<file path="config.mk">
export PLATFORM = sky130hd
export DESIGN_NAME = color_gradient_stop_lookup_top
export DESIGN_NICKNAME = d
export VERILOG_FILES = /design/src/hw/rtl/cgsl_pkg.sv /design/src/hw/rtl/cgsl_stop_mem.sv /design/src/hw/rtl/cgsl_blend.sv /design/src/hw/rtl/color_gradient_stop_lookup_top.sv
export SDC_FILE = /design/constraint.sdc
export NUM_CORES = 2
export LEC_CHECK = 0
export BUFFER_PORTS_ARGS = -buffer_cell sky130_fd_sc_hd__buf_4
export CAP_MARGIN = 20
export CORE_MARGIN = 1
export CORE_UTILIZATION = 41
export CTS_CLUSTER_DIAMETER = 40
export DETAILED_ROUTE_END_ITERATION = 12
export GPL_TIMING_DRIVEN = 0
export PLACE_DENSITY_LB_ADDON = 0.08
export SLEW_MARGIN = 30
export SYNTH_ARGS = -nofsm -noshare
export SYNTH_HDL_FRONTEND = slang
export SYNTH_SLANG_ARGS = --single-unit
</file>
<file path="constraint.sdc">
create_clock -name aclk -period 7.21 [get_ports aclk]
set_input_delay 0.721 -clock aclk [delete_from_list [all_inputs] [get_ports aclk]]
set_output_delay 0.721 -clock aclk [all_outputs]
set_load 0.02 [all_outputs]
</file>
<file path="src/hw/rtl/cgsl_pkg.sv">
// Package for the colour gradient stop lookup block.
// Holds item kind codes, result status codes and channel widths.
// No dependencies.
`default_nettype none

package cgsl_pkg;

    // Width of one colour channel and of a packed RGBA word
    localparam int CHAN_BITS = 8;
    localparam int NUM_CHANS = 4;
    localparam int RGBA_BITS = CHAN_BITS * NUM_CHANS;

    // Item kind carried in tuser of the input stream
    localparam logic KIND_ADD    = 1'b0;
    localparam logic KIND_LOOKUP = 1'b1;

    // Result status carried in tuser of the output stream
    typedef enum logic [1:0] {
        ST_COLOR = 2'd0,
        ST_ADDED = 2'd1,
        ST_DUP   = 2'd2,
        ST_FULL  = 2'd3
    } status_t;

endpackage : cgsl_pkg

`default_nettype wire

</file>
<file path="src/hw/rtl/cgsl_stop_mem.sv">
// Stop table storage: one write port, one read port, registered read data.
// Each entry holds a colour word above a position. No package dependency.
`default_nettype none

module cgsl_stop_mem #(
    parameter int DEPTH = 16,
    parameter int AW    = 4,
    parameter int W     = 48
) (
    input  wire logic          clk,
    input  wire logic          wr_en,
    input  wire logic [AW-1:0] wr_addr,
    input  wire logic [W-1:0]  wr_data,
    input  wire logic [AW-1:0] rd_addr,
    output logic      [W-1:0]  rd_data
);

    logic [W-1:0] mem [DEPTH];

    // Write one entry
    always_ff @(posedge clk) begin
        if (wr_en) begin
            mem[wr_addr] <= wr_data;
        end
    end

    // Read one entry; the read data is registered
    always_ff @(posedge clk) begin
        rd_data <= mem[rd_addr];
    end

endmodule : cgsl_stop_mem

`default_nettype wire

</file>
<file path="src/hw/rtl/cgsl_blend.sv">
// Per-channel linear blend with round-half-up division by the stop span.
// Works the four channels in turn: multiply, sum, then one quotient bit a cycle.
// Depends on cgsl_pkg.
`default_nettype none

module cgsl_blend
    import cgsl_pkg::*;
#(
    parameter int PW = 16
) (
    input  wire logic                 clk,
    input  wire logic                 rst_n,
    input  wire logic                 start,
    input  wire logic [RGBA_BITS-1:0] a_rgba,
    input  wire logic [RGBA_BITS-1:0] b_rgba,
    input  wire logic [PW-1:0]        span,
    input  wire logic [PW-1:0]        offset,
    output logic                      done,
    output logic      [RGBA_BITS-1:0] rgba
);

    localparam int NW = PW + CHAN_BITS;
    localparam int SW = $clog2(CHAN_BITS);
    localparam int KW = $clog2(NUM_CHANS);

    typedef enum logic [3:0] {
        B_IDLE = 4'b0001,
        B_MUL  = 4'b0010,
        B_SUM  = 4'b0100,
        B_DIV  = 4'b1000
    } bstate_t;

    bstate_t              state_reg, state_next;
    logic [RGBA_BITS-1:0] a_reg, a_next;
    logic [RGBA_BITS-1:0] b_reg, b_next;
    logic [PW-1:0]        span_reg, span_next;
    logic [PW-1:0]        offset_reg, offset_next;
    logic [KW-1:0]        chan_reg, chan_next;
    logic [NW-1:0]        prod_a_reg, prod_a_next;
    logic [NW-1:0]        prod_b_reg, prod_b_next;
    logic [NW-1:0]        rem_reg, rem_next;
    logic [NW-1:0]        div_reg, div_next;
    logic [CHAN_BITS-1:0] quo_reg, quo_next;
    logic [SW-1:0]        step_reg, step_next;
    logic [RGBA_BITS-1:0] res_reg, res_next;
    logic                 done_reg, done_next;

    logic [CHAN_BITS-1:0] ca, cb;
    logic [PW-1:0]        rest;
    logic [NW-1:0]        prod_a_w, prod_b_w;
    logic                 take;
    logic [CHAN_BITS-1:0] quo_w;

    // Channel operands and the two weighted products
    assign ca       = a_reg[chan_reg*CHAN_BITS +: CHAN_BITS];
    assign cb       = b_reg[chan_reg*CHAN_BITS +: CHAN_BITS];
    assign rest     = span_reg - offset_reg;
    assign prod_a_w = {{PW{1'b0}}, ca} * {{CHAN_BITS{1'b0}}, rest};
    assign prod_b_w = {{PW{1'b0}}, cb} * {{CHAN_BITS{1'b0}}, offset_reg};

    // One restoring division step
    assign take  = rem_reg >= div_reg;
    assign quo_w = {quo_reg[CHAN_BITS-2:0], take};

    always_comb begin
        state_next  = state_reg;
        a_next      = a_reg;
        b_next      = b_reg;
        span_next   = span_reg;
        offset_next = offset_reg;
        chan_next   = chan_reg;
        prod_a_next = prod_a_reg;
        prod_b_next = prod_b_reg;
        rem_next    = rem_reg;
        div_next    = div_reg;
        quo_next    = quo_reg;
        step_next   = step_reg;
        res_next    = res_reg;
        done_next   = 1'b0;
        case (state_reg)
            B_IDLE: begin
                if (start) begin
                    a_next      = a_rgba;
                    b_next      = b_rgba;
                    span_next   = span;
                    offset_next = offset;
                    chan_next   = '0;
                    state_next  = B_MUL;
                end
            end
            B_MUL: begin
                prod_a_next = prod_a_w;
                prod_b_next = prod_b_w;
                state_next  = B_SUM;
            end
            B_SUM: begin
                // Add half the span so the truncating divide rounds half up
                rem_next   = prod_a_reg + prod_b_reg + NW'(span_reg >> 1);
                div_next   = {1'b0, span_reg, {(CHAN_BITS-1){1'b0}}};
                quo_next   = '0;
                step_next  = SW'(CHAN_BITS - 1);
                state_next = B_DIV;
            end
            B_DIV: begin
                if (take) begin
                    rem_next = rem_reg - div_reg;
                end
                quo_next  = quo_w;
                div_next  = div_reg >> 1;
                step_next = step_reg - SW'(1);
                if (step_reg == '0) begin
                    res_next[chan_reg*CHAN_BITS +: CHAN_BITS] = quo_w;
                    if (chan_reg == KW'(NUM_CHANS - 1)) begin
                        done_next  = 1'b1;
                        state_next = B_IDLE;
                    end else begin
                        chan_next  = chan_reg + KW'(1);
                        state_next = B_MUL;
                    end
                end
            end
            default: begin
                state_next = B_IDLE;
            end
        endcase
    end

    // Control state
    always_ff @(posedge clk) begin
        if (!rst_n) begin
            state_reg <= B_IDLE;
            done_reg  <= 1'b0;
        end else begin
            state_reg <= state_next;
            done_reg  <= done_next;
        end
    end

    // Datapath registers
    always_ff @(posedge clk) begin
        a_reg      <= a_next;
        b_reg      <= b_next;
        span_reg   <= span_next;
        offset_reg <= offset_next;
        chan_reg   <= chan_next;
        prod_a_reg <= prod_a_next;
        prod_b_reg <= prod_b_next;
        rem_reg    <= rem_next;
        div_reg    <= div_next;
        quo_reg    <= quo_next;
        step_reg   <= step_next;
        res_reg    <= res_next;
    end

    assign done = done_reg;
    assign rgba = res_reg;

endmodule : cgsl_blend

`default_nettype wire

</file>
<file path="src/hw/rtl/color_gradient_stop_lookup_top.sv">
// Colour gradient stop lookup: sorted stop table in a one-read one-write memory.
// Blended lookup: scan the stops, then the blend unit works the channels in turn
// (multiply, sum, divide) and raises done. Other lookups end on the scan, or at once
// on an empty table. Add: scan, shift the entries above the slot if needed, then put.
// One item at a time; the next is taken once the result sits in the output register.
// Reset clears state, stop count and output valid, not the table; entries are written before read.
`default_nettype none

module color_gradient_stop_lookup_top
    import cgsl_pkg::*;
#(
    parameter int MAX_STOPS     = 16,
    parameter int POSITION_BITS = 16
) (
    input  wire logic aclk,
    input  wire logic aresetn,
    // s_tdata fields from bit 0: position, stop_rgba, zero padding
    input  wire logic [((POSITION_BITS + RGBA_BITS + 7) / 8) * 8 - 1:0] s_tdata,
    // s_tuser fields from bit 0: kind
    input  wire logic                                                  s_tuser,
    input  wire logic                                                  s_tvalid,
    output logic                                                       s_tready,
    // m_tdata fields from bit 0: red, green, blue, alpha
    output logic      [RGBA_BITS-1:0]                                  m_tdata,
    // m_tuser fields from bit 0: status
    output logic      [1:0]                                            m_tuser,
    output logic                                                       m_tvalid,
    input  wire logic                                                  m_tready
);

    localparam int PW = POSITION_BITS;
    localparam int EW = PW + RGBA_BITS;
    localparam int AW = $clog2(MAX_STOPS);
    localparam int CW = $clog2(MAX_STOPS + 1);

    typedef enum logic [5:0] {
        S_IDLE  = 6'b000001,
        S_SCAN  = 6'b000010,
        S_SHIFT = 6'b000100,
        S_PUT   = 6'b001000,
        S_BLEND = 6'b010000,
        S_OUT   = 6'b100000
    } state_t;

    state_t               state_reg, state_next;
    logic                 kind_reg, kind_next;
    logic [PW-1:0]        pos_reg, pos_next;
    logic [RGBA_BITS-1:0] rgba_reg, rgba_next;
    logic [CW-1:0]        count_reg, count_next;
    logic [AW-1:0]        idx_reg, idx_next;
    logic [AW-1:0]        at_reg, at_next;
    logic [EW-1:0]        prev_reg, prev_next;
    status_t              res_status_reg, res_status_next;
    logic [RGBA_BITS-1:0] res_rgba_reg, res_rgba_next;
    logic                 m_tvalid_reg, m_tvalid_next;
    logic [1:0]           m_tuser_reg, m_tuser_next;
    logic [RGBA_BITS-1:0] m_tdata_reg, m_tdata_next;

    logic                 wr_en;
    logic [AW-1:0]        wr_addr;
    logic [EW-1:0]        wr_data;
    logic [AW-1:0]        rd_addr;
    logic [EW-1:0]        rd_data;
    logic [PW-1:0]        rd_pos;
    logic [RGBA_BITS-1:0] rd_rgba;
    logic [PW-1:0]        prev_pos;
    logic                 hit;
    logic                 last;
    logic                 blend_start;
    logic                 blend_done;
    logic [RGBA_BITS-1:0] blend_rgba;
    logic [PW-1:0]        span;
    logic [PW-1:0]        offset;

    cgsl_stop_mem #(
        .DEPTH (MAX_STOPS),
        .AW    (AW),
        .W     (EW)
    ) u_stop_mem (
        .clk     (aclk),
        .wr_en   (wr_en),
        .wr_addr (wr_addr),
        .wr_data (wr_data),
        .rd_addr (rd_addr),
        .rd_data (rd_data)
    );

    cgsl_blend #(
        .PW (PW)
    ) u_blend (
        .clk    (aclk),
        .rst_n  (aresetn),
        .start  (blend_start),
        .a_rgba (prev_reg[EW-1:PW]),
        .b_rgba (rd_rgba),
        .span   (span),
        .offset (offset),
        .done   (blend_done),
        .rgba   (blend_rgba)
    );

    // Split the entry under inspection and compare against the item position
    assign rd_pos   = rd_data[PW-1:0];
    assign rd_rgba  = rd_data[EW-1:PW];
    assign prev_pos = prev_reg[PW-1:0];
    assign span     = rd_pos - prev_pos;
    assign offset   = pos_reg - prev_pos;
    assign hit      = (kind_reg == KIND_LOOKUP) ? (pos_reg < rd_pos) : (rd_pos >= pos_reg);
    assign last     = CW'(idx_reg) == (count_reg - CW'(1));

    assign s_tready = state_reg == S_IDLE;

    always_comb begin
        state_next      = state_reg;
        kind_next       = kind_reg;
        pos_next        = pos_reg;
        rgba_next       = rgba_reg;
        count_next      = count_reg;
        idx_next        = idx_reg;
        at_next         = at_reg;
        prev_next       = prev_reg;
        res_status_next = res_status_reg;
        res_rgba_next   = res_rgba_reg;
        m_tvalid_next   = m_tvalid_reg && !m_tready;
        m_tuser_next    = m_tuser_reg;
        m_tdata_next    = m_tdata_reg;
        // Prefetch the following entry while scanning
        rd_addr         = idx_reg + AW'(1);
        wr_en           = 1'b0;
        wr_addr         = at_reg;
        wr_data         = {rgba_reg, pos_reg};
        blend_start     = 1'b0;
        case (state_reg)
            S_IDLE: begin
                rd_addr = '0;
                if (s_tvalid) begin
                    kind_next = s_tuser;
                    pos_next  = s_tdata[PW-1:0];
                    rgba_next = s_tdata[EW-1:PW];
                    idx_next  = '0;
                    at_next   = '0;
                    if (count_reg != '0) begin
                        state_next = S_SCAN;
                    end else if (s_tuser == KIND_LOOKUP) begin
                        // Empty table gives a zero colour
                        res_status_next = ST_COLOR;
                        res_rgba_next   = '0;
                        state_next      = S_OUT;
                    end else begin
                        state_next = S_PUT;
                    end
                end
            end
            S_SCAN: begin
                if (hit || last) begin
                    if (kind_reg == KIND_LOOKUP) begin
                        if (hit && idx_reg != '0) begin
                            blend_start = 1'b1;
                            state_next  = S_BLEND;
                        end else begin
                            // Below the first stop or past the last one
                            res_status_next = ST_COLOR;
                            res_rgba_next   = rd_rgba;
                            state_next      = S_OUT;
                        end
                    end else if (hit && rd_pos == pos_reg) begin
                        res_status_next = ST_DUP;
                        res_rgba_next   = '0;
                        state_next      = S_OUT;
                    end else if (count_reg == CW'(MAX_STOPS)) begin
                        res_status_next = ST_FULL;
                        res_rgba_next   = '0;
                        state_next      = S_OUT;
                    end else if (hit) begin
                        // Open a slot: move entries up from the top down
                        at_next    = idx_reg;
                        idx_next   = count_reg[AW-1:0] - AW'(1);
                        rd_addr    = count_reg[AW-1:0] - AW'(1);
                        state_next = S_SHIFT;
                    end else begin
                        at_next    = count_reg[AW-1:0];
                        state_next = S_PUT;
                    end
                end else begin
                    prev_next = rd_data;
                    idx_next  = idx_reg + AW'(1);
                end
            end
            S_SHIFT: begin
                wr_en   = 1'b1;
                wr_addr = idx_reg + AW'(1);
                wr_data = rd_data;
                if (idx_reg == at_reg) begin
                    state_next = S_PUT;
                end else begin
                    idx_next = idx_reg - AW'(1);
                    rd_addr  = idx_reg - AW'(1);
                end
            end
            S_PUT: begin
                wr_en           = 1'b1;
                count_next      = count_reg + CW'(1);
                res_status_next = ST_ADDED;
                res_rgba_next   = '0;
                state_next      = S_OUT;
            end
            S_BLEND: begin
                if (blend_done) begin
                    res_status_next = ST_COLOR;
                    res_rgba_next   = blend_rgba;
                    state_next      = S_OUT;
                end
            end
            S_OUT: begin
                // Hand the result over once the output register is free
                if (!m_tvalid_reg || m_tready) begin
                    m_tvalid_next = 1'b1;
                    m_tuser_next  = res_status_reg;
                    m_tdata_next  = res_rgba_reg;
                    state_next    = S_IDLE;
                end
            end
            default: begin
                state_next = S_IDLE;
            end
        endcase
    end

    // Control state
    always_ff @(posedge aclk) begin
        if (!aresetn) begin
            state_reg    <= S_IDLE;
            count_reg    <= '0;
            m_tvalid_reg <= 1'b0;
        end else begin
            state_reg    <= state_next;
            count_reg    <= count_next;
            m_tvalid_reg <= m_tvalid_next;
        end
    end

    // Payload registers
    always_ff @(posedge aclk) begin
        kind_reg       <= kind_next;
        pos_reg        <= pos_next;
        rgba_reg       <= rgba_next;
        idx_reg        <= idx_next;
        at_reg         <= at_next;
        prev_reg       <= prev_next;
        res_status_reg <= res_status_next;
        res_rgba_reg   <= res_rgba_next;
        m_tuser_reg    <= m_tuser_next;
        m_tdata_reg    <= m_tdata_next;
    end

    assign m_tvalid = m_tvalid_reg;
    assign m_tuser  = m_tuser_reg;
    assign m_tdata  = m_tdata_reg;

endmodule : color_gradient_stop_lookup_top

`default_nettype wire

</file>
After elaboration in Yosys (flattened, before gate mapping)
Memory sizes are Yosys's and may differ from the RTL's. A register that Yosys moved wholly into a read port is not among the register bits.
Cells that the tools add are included.

storage, ports and cells
  register bits after elaboration = 426
  latch bits = 0
  bits in writable memories = 768
  memory bits (read-only) = 0
  input port bits = 53
  output and inout bits = 36
  memories = 1

cells by class
  add/sub/neg operators = 14
  multipliers = 2
  divide/modulo/power cells = 0
  $lt $le $gt $ge = 3
  equal/unequal tests = 36
  shift operators = 4
  mux-type cells = 81
  bitwise operators = 1
  reductions and logical operators = 29

memory list
  name            words  bits a word  read ports  clocked after Yosys merged registers in  write ports  line                 text
  u_stop_mem.mem  16     48           1           1                                        1            cgsl_stop_mem.sv:18  logic [W-1:0] mem [DEPTH];

operator list
  operator                   number
  $mux W32                   9
  $pmux W32 S4               1
  $pmux W24 S2               2
  $mux W4                    22
  $mux W6                    11
  $shiftx A32 B6 Y8          2
  $mul A8 B16 Y24            2
  $mux W48                   1
  $sub A16 B16 Y16           3
  $pmux W6 S6                1
  $neg A5 Y34                1
  $shift A8 B34 Y32 const A  1
  $shiftx A8 B34 Y32         1
  $bwmux W32                 1
  $mux W2                    13
  $add A24 B15 Y24           1
  $add A24 B24 Y24           1
  $ge A24 B24 Y1             1
  $mux W24                   1
  $ne A2 B2 Y1 const B       12
  $pmux W4 S3                2
  $sub A24 B24 Y24           1
  $eq A16 B16 Y1             1
  $ge A16 B16 Y1             1
  48 further kinds           78

Longest topological paths before layout
  word-level depth = 9
  depth in mapped cells = 29
  mapped depth without buffers = 29

Modules after synthesis
A second synthesis with hierarchy kept.

unflattened totals
  cells, all modules = 3,860
  area, all modules = 58,666.3 um^2

modules (own cells, without submodules)
  module                          times used  cells an instance  area each (um^2)
  cgsl_stop_mem                   1           1,242              29,694.7
  cgsl_blend                      1           1,826              19,702.6
  color_gradient_stop_lookup_top  1           792                9,268.9

Least setup slack after synthesis
OpenSTA, ideal clock, no wires.

  path type = register to register
  start point = register u_blend.offset_reg[0]
  end point = register u_blend.prod_a_reg[23] (data pin)
  library setup time = 259 ps
  arrival = 6,514 ps
  path slack = 436 ps
  cell stages (with the launch flop) = 29
  buffers on the path = 0
  cells stage by stage = edfxtp_1 ha_1 inv_1 fa_1 a21o_1 a21oi_1 o21bai_1 a211o_1 a31oi_1 xor2_1 or2_2 fa_1 inv_1 fa_1 fa_1 inv_1 fa_1 inv_1 ha_1 a21o_1 a21o_1 a21oi_1 a2bb2oi_1 o31ai_1 o41ai_1 o311a_1 o21bai_1 a21oi_1 xnor2_1

between the ends
  cells in the longest elaborated chain, start to end = 2

RTL lines
  what                      line               text
  start, declared           cgsl_blend.sv:37   logic [PW-1:0] offset_reg, offset_next;
  start signal, assigned    cgsl_blend.sv:144  offset_reg <= offset_next;
  $sub A16 B16 Y16          cgsl_blend.sv:57   assign rest = span_reg - offset_reg;
  $mul A8 B16 Y24           cgsl_blend.sv:58   assign prod_a_w = {{PW{1'b0}}, ca} * {{CHAN_BITS{1'b0}}, rest};
  via u_blend.prod_a_w[23]  cgsl_blend.sv:50   logic [NW-1:0] prod_a_w, prod_b_w;
  end signal, assigned      cgsl_blend.sv:146  prod_a_reg <= prod_a_next;
  end, declared             cgsl_blend.sv:39   logic [NW-1:0] prod_a_reg, prod_a_next;

The timed path passes the listed nets, and every way through them passes these cells.
A chain may end at the register's enable or synchronous reset.

Final worst setup path
  start point = register u_blend.span_reg[0]
  end point = register u_blend.prod_a_reg[23] (data pin)

between the ends
  cells in the longest elaborated chain, start to end = 2

RTL lines
  what                      line               text
  start, declared           cgsl_blend.sv:36   logic [PW-1:0] span_reg, span_next;
  start signal, assigned    cgsl_blend.sv:143  span_reg <= span_next;
  $sub A16 B16 Y16          cgsl_blend.sv:57
  $mul A8 B16 Y24           cgsl_blend.sv:58
  via u_blend.prod_a_w[23]  cgsl_blend.sv:50

The timed path passes the listed nets, and every way through them passes these cells.

==> flow_metrics.tcl <==
set metrics [dict create \
    clk_latency_ps 800 \
    final_cells 6809 \
    syn-num-nets 4814 \
    rsz0062_at_grt "true" \
    cp_slowest_cell "fa_1" \
    grt_pass1_vias 36100 \
    grt_remaining_overflow 0 \
    routed_wl_mm 164 \
    fin_nets 5196 \
    leakagePower_nw 28.1 \
    fp.dieW_um 383 \
    ys.flop_type "edfxtp_1" \
    dp_hpwl_mm 117 \
    synth.distinct_cells 79 \
    dp_slack_ps -1420 \
    peakVddDrop_v 0.000508 \
    cts_tree "built" \
    skew_ps 67.7 \
    setup_slack_ps 259 \
    track_usage_pct 22.4 \
    synth_common_cells "edfxtp_1 (1176), nand2_1 (488), mux2i_1 (347), inv_1 (295), nor2_1 (228)" \
    avgSynthCellArea_um2 13.7 \
    syn_area_um2 59600 \
    crit_arrival_ps 7470 \
    hold_viol_final 0 \
    critPathRequiredTime_ps 7730 \
    postRouteAntennaNets 0 \
    grt_pass1_wl_mm 239 \
    min_period_ps 6950 \
    area_delta_synth_final_pct 20.3 \
    drive_gt1_share_pct 15.2 \
    drc 6 \
    crit_path_end_kind "flip-flop" \
    grt_max_degree 33 \
    drt-initial-drc-count 2851 \
    synthTopCellsByArea "edfxtp_1 (59%), fa_1 (6.3%), mux2i_1 (5.8%), ha_1 (4.5%), nand2_1 (3.1%)" \
    die-area_um2 147000 \
    place_congestion 0.858 \
    avgViaCountPerCell 5.25 \
    cts_sinks 1241 \
    root_buffer "clkbuf_16" \
    placed_area_um2 64800 \
    ff2ff_path_depth 30 \
    synth_edf_count 1176 \
    tightest_slew_ps 1040 \
    fillers 12400 \
    portBuffers 88 \
    final_core_util_pct 49.8 \
    power_mw 34.6 \
    yosys_warnings 0 \
    clkSlewWorstSetupHoldPaths_ps 60 \
    post-route-period-util_pct 96.4 \
    status "finished with violations" \
    synth_top_area_share_pct 59.3 \
    dr.pass1.iters 10 \
    hold_path_depth 1 \
    r2r_start "u_blend.span_reg[0]$_DFFE_PP_" \
    post-synth-top-count-cell "edfxtp_1" \
    whs_ps 88.7 \
    largest_reg_flops 768 \
    seq_area_frac_synth_pct 61.4 \
    async_flop_share_pct 0 \
    pin_count 89 \
    cts_buffer_depth 3 \
    clock.fmax_ghz 0.144 \
    die_y_um 383 \
    via_count 35800 \
    yosys_register_bits 1241 \
    crit_fanout 5 \
    ctsHtreeMaxLevel 4 \
    startpoint "u_blend.span_reg[0]$_DFFE_PP_" \
    core_um2 144000 \
    yosysTopAreaCell "edfxtp_1" \
    tns_ps 0 \
    report.final.slew_viol_count 0 \
    dp_cells 6441 \
    setup_viol 0 \
    maxSlewHeadroom_pct 30.3 \
    start_util_pct 41.4 \
    critPathLaunchType "flip-flop" \
    cts_buffers 186 \
    syn_inst 4359 \
    hp-start "s_tdata[41]" \
    power_density_nw_per_um2 482 \
    min_path_type "in -> reg" \
    crit_path_max_incr_delay_ps 510 \
    critPathKind "reg -> reg" \
    antenna_found_initial 13 \
    max-cap-violations 0 \
    routedWlPerCell_um 24.1 \
    rows 139 \
    final_cell_area_um2 71700 \
    violations "design-rule violations" \
]
[metal layers]
layer	wire (µm)	vias to the layer above	share of wire (%)	global-route usage (%)
li1	-	16700	-	-
met1	72800	18000	44	30.4
met2	78900	900	48	37.3
met3	8550	226	5.2	3.65
met4	3770	0	2.3	6.01
met5	0	-	0	0
[area by class of cell]
cell class / count / area (µm²) / share of cell area (%)
Multi-Input combinational cell: 2653 / 21600 / 30.1
Inverter: 295 / 1110 / 1.55
Sequential cell: 1241 / 36600 / 51.1
Timing Repair Buffer: 197 / 2670 / 3.72
Clock buffer: 210 / 4830 / 6.73
Antenna cell: 2 / 5.00 / 0.00698
Buffer: 167 / 857 / 1.20
Tap cell: 1903 / 2380 / 3.32
Clock inverter: 141 / 1610 / 2.25
[critical path, delay by kind of cell (launching register included)]
| family | cells | cell delay (ps) |
|---|---|---|
| compound gates | 14 | 2550 |
| xor+xnor | 2 | 300 |
| fa+ha+maj | 7 | 2720 |
| buf+inv | 6 | 490 |
| flops | 1 | 370 |
| simple gates | 1 | 270 |
[power breakdown]
group          switching [mW]  internal [mW]  total (mW)
clock network            3.48           5.65        9.13
registers               0.661           9.33        10.0
logic                    9.36           6.07        15.4
total                    13.5           21.1        34.6
[cells by family (layout without fill, tap and decap cells)]
| kind of cell | Yosys count | after routing | share of synthesized area, % |
|---|---|---|---|
| adders and majority gates | 402 | 402 | 10.8 |
| xor gates and xnor gates | 131 | 131 | 1.93 |
| and+or+nand+nor | 1200 | 1200 | 9.75 |
| buffers and inverters | 465 | 1010 | 3.28 |
| muxes | 368 | 368 | 6.40 |
| AOI/OAI and AO/OA | 552 | 552 | 6.39 |
| other | 0 | 2 | 0 |
| DFF | 1241 | 1241 | 61.4 |
[path summary, 6_finish.rpt]
path                                 endpoint  slack [ps]
max          u_blend.prod_a_reg[23]$_DFFE_PP_         260
min                    rgba_reg[25]$_DFFE_PP_          90
max reg2reg  u_blend.prod_a_reg[23]$_DFFE_PP_         260
min reg2reg        u_blend.a_reg[8]$_DFFE_PP_         410
[cell usage in the layout (no fill, tap or decap), types with 20 or more instances in the layout]
master,netlist,layout
and3_1,66,66
and2_1,167,166
a21oi_1,89,84
nor2_1,228,210
nor3_1,33,32
buf_6,12,22
buf_4,22,134
clkinvlp_4,0,21
o21ai_0,106,87
clkbuf_16,0,187
nand3_1,27,27
clkbuf_1,101,106
fa_1,188,187
or2_2,33,32
ha_1,214,211
nand2_1,488,487
buf_2,27,40
clkinv_1,0,20
a21o_1,30,30
clkinv_2,0,25
a211oi_1,59,58
edfxtp_1,1176,1176
mux2i_1,347,347
dfxtp_1,65,65
buf_16,0,52
inv_1,295,293
bufinv_16,0,21
o22ai_1,58,58
a22o_1,32,32
o21a_1,26,26
xor2_1,42,35
nor4_1,41,40
a32o_1,48,48
nand2b_1,24,24
xnor2_1,89,80
inv_6,0,22
nor2b_1,25,24
[what timing repair did]
action                                  4_1_cts  5_1_grt
resized for setup                            36       26
hold buffers                                  0        0
endpoints found under the setup margin       17        6
pin swaps                                     5       12
setup buffers                                 9        9
hold endpoints to repair                      0        0
Note: power is estimated with default switching activity, not from simulation.
